## config.mk

```make
export PLATFORM = sky130hd
export DESIGN_NAME = sha256_stream_hasher_unit
export DESIGN_NICKNAME = d
export VERILOG_FILES = /design/src/rtl/shash_pkg.sv /design/src/rtl/shash_sched.sv /design/src/rtl/shash_round.sv /design/src/rtl/sha256_stream_hasher_unit.sv
export VERILOG_INCLUDE_DIRS = /design/src /design/src/rtl
export SDC_FILE = /design/constraint.sdc
export NUM_CORES = 2
export LEC_CHECK = 0
export BUFFER_PORTS_ARGS = -buffer_cell sky130_fd_sc_hd__buf_2
export CAP_MARGIN = 20
export CORE_MARGIN = 4
export CORE_UTILIZATION = 55
export CTS_CLUSTER_SIZE = 24
export DETAILED_ROUTE_END_ITERATION = 8
export PLACE_DENSITY_LB_ADDON = 0.15
export SLEW_MARGIN = 20
export SYNTH_ARGS = -nofsm -noshare
export SYNTH_HDL_FRONTEND = slang
export SYNTH_SLANG_ARGS = --single-unit
```

## constraint.sdc

```tcl
create_clock -name clk_i -period 14.7 [get_ports clk_i]
set_input_delay 2.94 -clock clk_i [delete_from_list [all_inputs] [get_ports clk_i]]
set_output_delay 2.94 -clock clk_i [all_outputs]
set_load 0.005 [all_outputs]
```

## src/rtl/assert_macros.svh

```systemverilog
// Assertion macros for the hasher RTL.
// No dependencies; included by modules that carry concurrent assertions.
`ifndef ASSERT_MACROS_SVH
`define ASSERT_MACROS_SVH

// Clocked implication check, disabled while reset is asserted.
`define SHASH_ASSERT(lbl, prop) \
  lbl: assert property (@(posedge clk_i) disable iff (!rst_ni) prop) \
    else $error("shash assertion failed");

// Condition that must never hold.
`define SHASH_NEVER(lbl, expr) \
  `SHASH_ASSERT(lbl, !(expr))

`endif

```

## src/rtl/shash_pkg.sv

```systemverilog
// Package for the SHA-256 stream hasher: initial hash values, round constants,
// core control struct. No dependencies.
`default_nettype none

package shash_pkg;

  localparam int unsigned NumWords  = 8;
  localparam int unsigned NumRounds = 64;

  localparam logic [31:0] InitHash [NumWords] = '{
    32'h6A09E667, 32'hBB67AE85, 32'h3C6EF372, 32'hA54FF53A,
    32'h510E527F, 32'h9B05688C, 32'h1F83D9AB, 32'h5BE0CD19
  };

  localparam logic [31:0] RoundConst [NumRounds] = '{
    32'h428A2F98, 32'h71374491, 32'hB5C0FBCF, 32'hE9B5DBA5,
    32'h3956C25B, 32'h59F111F1, 32'h923F82A4, 32'hAB1C5ED5,
    32'hD807AA98, 32'h12835B01, 32'h243185BE, 32'h550C7DC3,
    32'h72BE5D74, 32'h80DEB1FE, 32'h9BDC06A7, 32'hC19BF174,
    32'hE49B69C1, 32'hEFBE4786, 32'h0FC19DC6, 32'h240CA1CC,
    32'h2DE92C6F, 32'h4A7484AA, 32'h5CB0A9DC, 32'h76F988DA,
    32'h983E5152, 32'hA831C66D, 32'hB00327C8, 32'hBF597FC7,
    32'hC6E00BF3, 32'hD5A79147, 32'h06CA6351, 32'h14292967,
    32'h27B70A85, 32'h2E1B2138, 32'h4D2C6DFC, 32'h53380D13,
    32'h650A7354, 32'h766A0ABB, 32'h81C2C92E, 32'h92722C85,
    32'hA2BFE8A1, 32'hA81A664B, 32'hC24B8B70, 32'hC76C51A3,
    32'hD192E819, 32'hD6990624, 32'hF40E3585, 32'h106AA070,
    32'h19A4C116, 32'h1E376C08, 32'h2748774C, 32'h34B0BCB5,
    32'h391C0CB3, 32'h4ED8AA4A, 32'h5B9CCA4F, 32'h682E6FF3,
    32'h748F82EE, 32'h78A5636F, 32'h84C87814, 32'h8CC70208,
    32'h90BEFFFA, 32'hA4506CEB, 32'hBEF9A3F7, 32'hC67178F2
  };

  typedef struct packed {
    logic load;       // working vars <- chain
    logic step;       // one compression round
    logic fold;       // chain += working vars
    logic shift_out;  // advance chain toward the digest port
    logic reinit;     // chain <- initial hash
  } core_ctl_t;

endpackage

`default_nettype wire

```

## src/rtl/shash_sched.sv

```systemverilog
// Rolling 16-word message schedule window. Bytes shift in big-endian while a
// block is collected; during rounds it shifts out W[t] and appends W[t+16].
`default_nettype none

module shash_sched (
  input  wire logic        clk_i,
  input  wire logic        byte_en_i,
  input  wire logic [7:0]  byte_i,
  input  wire logic        step_i,
  output logic      [31:0] w_o
);

  logic [31:0] win_q [16];
  logic [31:0] win_d [16];
  logic [31:0] g0, g1, w_new;

  assign g0 = {win_q[1][6:0], win_q[1][31:7]} ^ {win_q[1][17:0], win_q[1][31:18]}
            ^ {3'b000, win_q[1][31:3]};
  assign g1 = {win_q[14][16:0], win_q[14][31:17]} ^ {win_q[14][18:0], win_q[14][31:19]}
            ^ {10'd0, win_q[14][31:10]};
  assign w_new = win_q[0] + g0 + win_q[9] + g1;
  assign w_o = win_q[0];

  always_comb begin
    for (int i = 0; i < 16; i++) begin
      win_d[i] = win_q[i];
    end
    if (byte_en_i) begin
      for (int i = 0; i < 15; i++) begin
        win_d[i] = {win_q[i][23:0], win_q[i+1][31:24]};
      end
      win_d[15] = {win_q[15][23:0], byte_i};
    end else if (step_i) begin
      for (int i = 0; i < 15; i++) begin
        win_d[i] = win_q[i+1];
      end
      win_d[15] = w_new;
    end
  end

  always_ff @(posedge clk_i) begin
    for (int i = 0; i < 16; i++) begin
      win_q[i] <= win_d[i];
    end
  end

endmodule

`default_nettype wire

```

## src/rtl/shash_round.sv

```systemverilog
// SHA-256 round unit: working variables a..h, one round per step, and the
// chained hash value. Depends on shash_pkg.
`default_nettype none

module shash_round (
  input  wire logic                clk_i,
  input  wire logic                rst_ni,
  input  wire shash_pkg::core_ctl_t ctl_i,
  input  wire logic [5:0]          round_i,
  input  wire logic [31:0]         w_i,
  output logic      [31:0]         digest_o
);

  logic [31:0] chain_q [shash_pkg::NumWords];
  logic [31:0] chain_d [shash_pkg::NumWords];
  logic [31:0] vars_q  [shash_pkg::NumWords];
  logic [31:0] vars_d  [shash_pkg::NumWords];
  logic [31:0] a, e, s0, s1, maj, ch, t1, t2;

  assign a   = vars_q[0];
  assign e   = vars_q[4];
  assign s0  = {a[1:0], a[31:2]} ^ {a[12:0], a[31:13]} ^ {a[21:0], a[31:22]};
  assign s1  = {e[5:0], e[31:6]} ^ {e[10:0], e[31:11]} ^ {e[24:0], e[31:25]};
  assign maj = (a & vars_q[1]) ^ (a & vars_q[2]) ^ (vars_q[1] & vars_q[2]);
  assign ch  = (e & vars_q[5]) ^ (~e & vars_q[6]);
  assign t1  = vars_q[7] + s1 + ch + shash_pkg::RoundConst[round_i] + w_i;
  assign t2  = s0 + maj;
  assign digest_o = chain_q[0];

  always_comb begin
    for (int i = 0; i < shash_pkg::NumWords; i++) begin
      vars_d[i]  = vars_q[i];
      chain_d[i] = chain_q[i];
    end
    if (ctl_i.load) begin
      for (int i = 0; i < shash_pkg::NumWords; i++) begin
        vars_d[i] = chain_q[i];
      end
    end else if (ctl_i.step) begin
      for (int i = 1; i < shash_pkg::NumWords; i++) begin
        vars_d[i] = vars_q[i-1];
      end
      vars_d[0] = t1 + t2;
      vars_d[4] = vars_q[3] + t1;
    end
    if (ctl_i.reinit) begin
      for (int i = 0; i < shash_pkg::NumWords; i++) begin
        chain_d[i] = shash_pkg::InitHash[i];
      end
    end else if (ctl_i.fold) begin
      for (int i = 0; i < shash_pkg::NumWords; i++) begin
        chain_d[i] = chain_q[i] + vars_q[i];
      end
    end else if (ctl_i.shift_out) begin
      for (int i = 0; i < shash_pkg::NumWords - 1; i++) begin
        chain_d[i] = chain_q[i+1];
      end
    end
  end

  always_ff @(posedge clk_i or negedge rst_ni) begin
    if (!rst_ni) begin
      for (int i = 0; i < shash_pkg::NumWords; i++) begin
        chain_q[i] <= shash_pkg::InitHash[i];
      end
    end else begin
      for (int i = 0; i < shash_pkg::NumWords; i++) begin
        chain_q[i] <= chain_d[i];
      end
    end
  end

  always_ff @(posedge clk_i) begin
    for (int i = 0; i < shash_pkg::NumWords; i++) begin
      vars_q[i] <= vars_d[i];
    end
  end

endmodule

`default_nettype wire

```

## src/rtl/sha256_stream_hasher_unit.sv

```systemverilog
// SHA-256 stream hasher top level: byte intake, padding sequencer, digest output.
// Depends on shash_pkg, shash_sched, shash_round and assert_macros.svh.
//
// Input channel: one message byte per item (message_byte_i, last_byte_i) on
// in_valid_i / in_ready_o. Output channel: eight digest words per message,
// H0 first, on out_valid_o / out_ready_i with word_index_o and last_word_o.
// Bytes are taken one per cycle while a block fills. The 64th byte of a block
// starts 64 compression rounds at one round per cycle in the shared round
// unit, followed by a fold of the result into the chain; in_ready_o is low
// through the rounds and the fold, so no byte is taken while a block compresses.
// After the final byte the sequencer shifts in padding and the bit length at
// one byte per cycle, compresses once or twice more, then presents the digest
// words from a register, one word per accepted output item. A stalled
// receiver simply holds the current word; no input is taken until all eight
// words are delivered. out_valid_o takes longest to rise after the final byte
// when the message length is 56 mod 64. Reset loads the initial hash and
// clears counts.
`default_nettype none
`include "assert_macros.svh"

module sha256_stream_hasher_unit (
  input  wire logic        clk_i,
  input  wire logic        rst_ni,
  input  wire logic        in_valid_i,
  output logic             in_ready_o,
  input  wire logic [7:0]  message_byte_i,
  input  wire logic        last_byte_i,
  output logic             out_valid_o,
  input  wire logic        out_ready_i,
  output logic      [31:0] digest_word_o,
  output logic      [2:0]  word_index_o,
  output logic             last_word_o
);

  typedef enum logic [4:0] {
    ST_ABSORB   = 5'b00001,
    ST_PAD      = 5'b00010,
    ST_COMPRESS = 5'b00100,
    ST_FOLD     = 5'b01000,
    ST_EMIT     = 5'b10000
  } state_e;

  state_e      state_q, state_d;
  logic [5:0]  fill_q, fill_d;
  logic [60:0] cnt_q, cnt_d;
  logic [5:0]  round_q, round_d;
  logic [2:0]  idx_q, idx_d;
  logic        pad_q, pad_d;
  logic        sent80_q, sent80_d;
  logic        len_q, len_d;
  logic        done_q, done_d;

  logic        in_acc, out_acc, byte_en, len_byte_sel;
  logic [7:0]  byte_val;
  logic [63:0] len_bits;
  logic [31:0] w;
  shash_pkg::core_ctl_t ctl;

  assign in_acc   = in_valid_i && in_ready_o;
  assign out_acc  = out_valid_o && out_ready_i;
  assign len_bits = {cnt_q, 3'b000};
  assign len_byte_sel = sent80_q && (len_q || (fill_q == 6'd56));

  always_comb begin
    state_d  = state_q;
    fill_d   = fill_q;
    cnt_d    = cnt_q;
    round_d  = round_q;
    idx_d    = idx_q;
    pad_d    = pad_q;
    sent80_d = sent80_q;
    len_d    = len_q;
    done_d   = done_q;
    byte_en  = 1'b0;
    byte_val = message_byte_i;
    ctl      = '0;
    in_ready_o  = 1'b0;
    out_valid_o = 1'b0;

    case (state_q)
      ST_ABSORB: begin
        in_ready_o = 1'b1;
        if (in_acc) begin
          byte_en = 1'b1;
          fill_d  = fill_q + 6'd1;
          cnt_d   = cnt_q + 61'd1;
          pad_d   = last_byte_i;
          if (fill_q == 6'd63) begin
            ctl.load = 1'b1;
            round_d  = '0;
            state_d  = ST_COMPRESS;
          end else if (last_byte_i) begin
            state_d = ST_PAD;
          end
        end
      end
      ST_PAD: begin
        byte_en = 1'b1;
        fill_d  = fill_q + 6'd1;
        if (!sent80_q) begin
          byte_val = 8'h80;
          sent80_d = 1'b1;
        end else if (len_byte_sel) begin
          byte_val = len_bits[{~fill_q[2:0], 3'b000} +: 8];
          len_d    = 1'b1;
          if (fill_q == 6'd63) begin
            done_d = 1'b1;
          end
        end else begin
          byte_val = 8'h00;
        end
        if (fill_q == 6'd63) begin
          ctl.load = 1'b1;
          round_d  = '0;
          state_d  = ST_COMPRESS;
        end
      end
      ST_COMPRESS: begin
        ctl.step = 1'b1;
        round_d  = round_q + 6'd1;
        if (round_q == 6'd63) begin
          state_d = ST_FOLD;
        end
      end
      ST_FOLD: begin
        ctl.fold = 1'b1;
        if (done_q) begin
          idx_d   = '0;
          state_d = ST_EMIT;
        end else if (pad_q) begin
          state_d = ST_PAD;
        end else begin
          state_d = ST_ABSORB;
        end
      end
      ST_EMIT: begin
        out_valid_o = 1'b1;
        if (out_acc) begin
          ctl.shift_out = 1'b1;
          idx_d = idx_q + 3'd1;
          if (idx_q == 3'd7) begin
            ctl.reinit = 1'b1;
            cnt_d    = '0;
            fill_d   = '0;
            pad_d    = 1'b0;
            sent80_d = 1'b0;
            len_d    = 1'b0;
            done_d   = 1'b0;
            state_d  = ST_ABSORB;
          end
        end
      end
      default: begin
        state_d = ST_ABSORB;
      end
    endcase
  end

  always_ff @(posedge clk_i or negedge rst_ni) begin
    if (!rst_ni) begin
      state_q  <= ST_ABSORB;
      fill_q   <= '0;
      cnt_q    <= '0;
      round_q  <= '0;
      idx_q    <= '0;
      pad_q    <= 1'b0;
      sent80_q <= 1'b0;
      len_q    <= 1'b0;
      done_q   <= 1'b0;
    end else begin
      state_q  <= state_d;
      fill_q   <= fill_d;
      cnt_q    <= cnt_d;
      round_q  <= round_d;
      idx_q    <= idx_d;
      pad_q    <= pad_d;
      sent80_q <= sent80_d;
      len_q    <= len_d;
      done_q   <= done_d;
    end
  end

  shash_sched u_sched (
    .clk_i     (clk_i),
    .byte_en_i (byte_en),
    .byte_i    (byte_val),
    .step_i    (ctl.step),
    .w_o       (w)
  );

  shash_round u_round (
    .clk_i    (clk_i),
    .rst_ni   (rst_ni),
    .ctl_i    (ctl),
    .round_i  (round_q),
    .w_i      (w),
    .digest_o (digest_word_o)
  );

  assign word_index_o = idx_q;
  assign last_word_o  = (idx_q == 3'd7);

  `SHASH_NEVER(a_no_in_out_overlap, in_ready_o && out_valid_o)
  `SHASH_ASSERT(a_fill_starts_rounds, in_acc && (fill_q == 6'd63) |=> state_q == ST_COMPRESS)
  `SHASH_ASSERT(a_rounds_end_fold, (state_q == ST_COMPRESS) && (round_q == 6'd63) |=> state_q == ST_FOLD)
  `SHASH_ASSERT(a_digest_resets, out_acc && last_word_o |=> (state_q == ST_ABSORB) && (cnt_q == '0))

endmodule

`default_nettype wire
```

==> summary.md <==
| Metric | Value |
|---|---|
| Outcome | `complete, no violations` |
| Primary FF master, synth | `edfxtp_1` |
| Critical path class | `flip-flop to flip-flop` |
| Vias in the first global route | `59800` |
| Vias | `62100` |
| Crit path launch type | `flip-flop` |
| DR iter-0 viols | `6062` |
| Layout cell share with drive strength beyond 1 | `0.0687` |
| CP Capture Type | `flip-flop` |
| Slowest-stage cell, CP | `dfrtp_1` |
| Setup Skew | `29.8 ps` |
| Worst EP arrival | `11760 ps` |
| Synthesized area | `76200 µm²` |
| Worst-path clk slew | `80 ps` |
| H-tree levels | `4` |
| Clock buffer depth | `3` |
| GRT Util Overall | `0.325` |
| CP max FO | `21` |
| Root buffer cell | `clkbuf_16` |
| Reg2Reg Setup Slack | `3440 ps` |
| Total negative slack | `0 ps` |
| Worst-margin pin slew | `1140 ps` |
| Pre-CTS setup slack | `3730 ps` |
| Synth area leader | `edfxtp_1` |
| Cts bufs inserted | `131` |
| Worst Path Required | `15190 ps` |
| Area growth syn-to-layout | `7.31%` |
| DRC | `0` |
| Most frequent cells in the layout | `nand2_1, edfxtp_1, a21oi_1, o21ai_0, nor2_1` |
| Largest net degree at the start of global routing | `182` |
| Ys Warns | `0` |
| Setup slack after layout | `3440 ps` |
| Core area | `138000 µm²` |
| Final setup viols | `0` |
| Max Fclk | `0.0888 GHz` |
| MaxCap Viol Count | `0` |
| Hpwl dp | `171000 µm` |
| Average cell area after synthesis | `8.94 µm²` |
| Asr flop ratio synth | `0.307` |
| CTS tree | `built` |
| Synth cell types | `96` |
| Ports | `51` |
| Register area share after synthesis | `0.417` |
| Final Slew Violations | `0` |
| Global-route wire length before repair | `364000 µm` |
| I/O Buffers | `50` |
| Post-synth net total | `9132` |
| Rows | `136` |
| Mapped Cells | `8526` |
| Die Y | `380 µm` |
| Post-Route WL | `242000 µm` |
| Hold WC Path Type | `flip-flop to flip-flop` |
| Buf/Inv on CP | `6` |
| Initial Utilization | `0.554` |
| Largest stage delay, worst path | `890 ps` |
| # fillers | `12200` |
| Final worst path period share | `0.766` |
| Routed len/inst | `23.8 µm` |
| Grt total ovfl | `0` |
| Most common cell after layout, fill and taps aside | `nand2_1` |
| Reg2Reg Depth | `41` |
| Final worst path period need | `11260 ps` |
| RSZ-0062 raised after global routing | `false` |
| Number of synthesized register bits | `1109` |
| Die Wd | `380 µm` |
| Slew Limit Headroom | `0.223` |
| Drt pass-1 iters | `6` |
| N_diodes | `0` |
| Fin nets | `8870` |
| Die area | `145000 µm²` |
| Antenna violations before repair | `2` |
| Clock Sinks | `1109` |
| Final hold violation count | `0` |
| Final GP Congestion | `0.990` |
| Number of synthesized flops with an enable pin | `768` |
| Cell family with most CP delay | `compound AO/OA/AOI/OAI gates` |
| Clock Latency Late Sink | `780 ps` |
| Number of hold buffers added after CTS | `0` |
| PostCTS Resize Cnt | `0` |
| Setup bufs post-CTS | `0` |
| Synth top area cells | `edfxtp_1, nand2_1, dfrtp_1, ha_1, fa_1` |
| Yosys top cell area share | `0.303` |
| Post-route ant nets | `0` |
| Hold path depth | `1` |
| Stages on worst setup path | `41` |
| Via-to-Cell Ratio | `6.11` |
[routing by layer]
| metal | wire length (µm) | GRT usage | vias up |
|---|---|---|---|
| met4 | 10500 | 0.130 | 4 |
| met1 | 101000 | 0.439 | 30400 |
| met5 | 30 | 0 | - |
| met2 | 113000 | 0.526 | 2305 |
| li1 | - | - | 28800 |
| met3 | 16800 | 0.0530 | 527 |
[cell families after synthesis]
group	after synthesis	share of synthesized area
adder cells (fa/ha/maj)	596	0.117
XOR/XNOR	603	0.0695
AO/OA/AOI/OAI	1875	0.154
multiplexers	87	0.0156
buffers and inverters	882	0.0451
flip-flops	1109	0.417
AND/OR/NAND/NOR	3374	0.182
[stage by stage]
step	cell area (µm²)	hold slack [ps]	utilization	instances
after floorplan	76200	450	-	8526
after global placement	77400	464	0.562	9924
after detailed placement	77400	473	0.562	9924
after CTS	81800	486	0.594	10200
after global routing	81800	515	0.594	10200
final	81800	484	0.594	10200
[flip-flops by register name (all words and copies together), names as in the netlist, 5 cells and up]
register and cells:
u_sched.win_q 512, u_round.vars_q 256, u_round.chain_q 224, cnt_q 61, u_round.digest_o 32, fill_q 6
round_q 6, state_q 5
[worst register-to-register path: cells and delay by family (launching register included)]
family,cells,cell delay [ps]
AO/OA/AOI/OAI,19,3860
adder cells (fa/ha/maj),8,3540
AND/OR/NAND/NOR,6,1130
buffers and inverters,6,1100
flip-flops,1,890
XOR/XNOR,2,480
[path summary, 6_finish.rpt]
path                                         from                          endpoint
setup / recovery           round_q[1]$_DFFE_PN0P_   u_round.vars_q[0][30]$_DFFE_PP_
hold / removal                  len_q$_DFFE_PN0P_                 len_q$_DFFE_PN0P_
setup reg to reg           round_q[1]$_DFFE_PN0P_   u_round.vars_q[0][30]$_DFFE_PP_
hold reg to reg                 len_q$_DFFE_PN0P_                 len_q$_DFFE_PN0P_
max in group asynchronous                  rst_ni  u_round.chain_q[184]$_DFFE_PN0P_
min in group asynchronous                  rst_ni       word_index_o[2]$_DFFE_PN0P_
[layout make-up]
class	instances	area (µm²)	area share
Inverter	366	1380	0.0169
Tap cell	1794	2240	0.0274
Timing Repair Buffer	121	851	0.0104
Clock inverter	74	872	0.0107
Sequential cell	1109	31800	0.388
Clock buffer	164	3530	0.0432
Multi-Input combinational cell	6535	41100	0.503
[Yosys cell counts (all sizes together) (14+ instances only)]
library cell / count
nor3b: 24
a211oi: 63
o311ai: 18
buf: 65
o22ai: 45
and2: 22
nand2: 2426
ha: 398
a31oi: 56
o211ai: 57
a21o: 201
nor3: 73
inv: 364
dfrtp: 204
or3: 61
nor2b: 50
and3: 49
xnor2: 362
nand3: 117
o21ai: 500
mux2: 26
o41ai: 16
a221oi: 14
edfxtp: 768
a21oi: 547
clkbuf: 451
o221ai: 28
mux2i: 38
xor2: 240
nand4: 29
a22oi: 33
a311oi: 24
nor2: 409
mux4: 23
nand2b: 58
o21bai: 46
o21a: 56
dfstp: 137
fa: 195
a21boi: 16
o31ai: 45
or2: 16
Power is left out: the tool's default activity adds up to more than one toggle a clock period on the data nets, which glitch-free logic cannot reach.
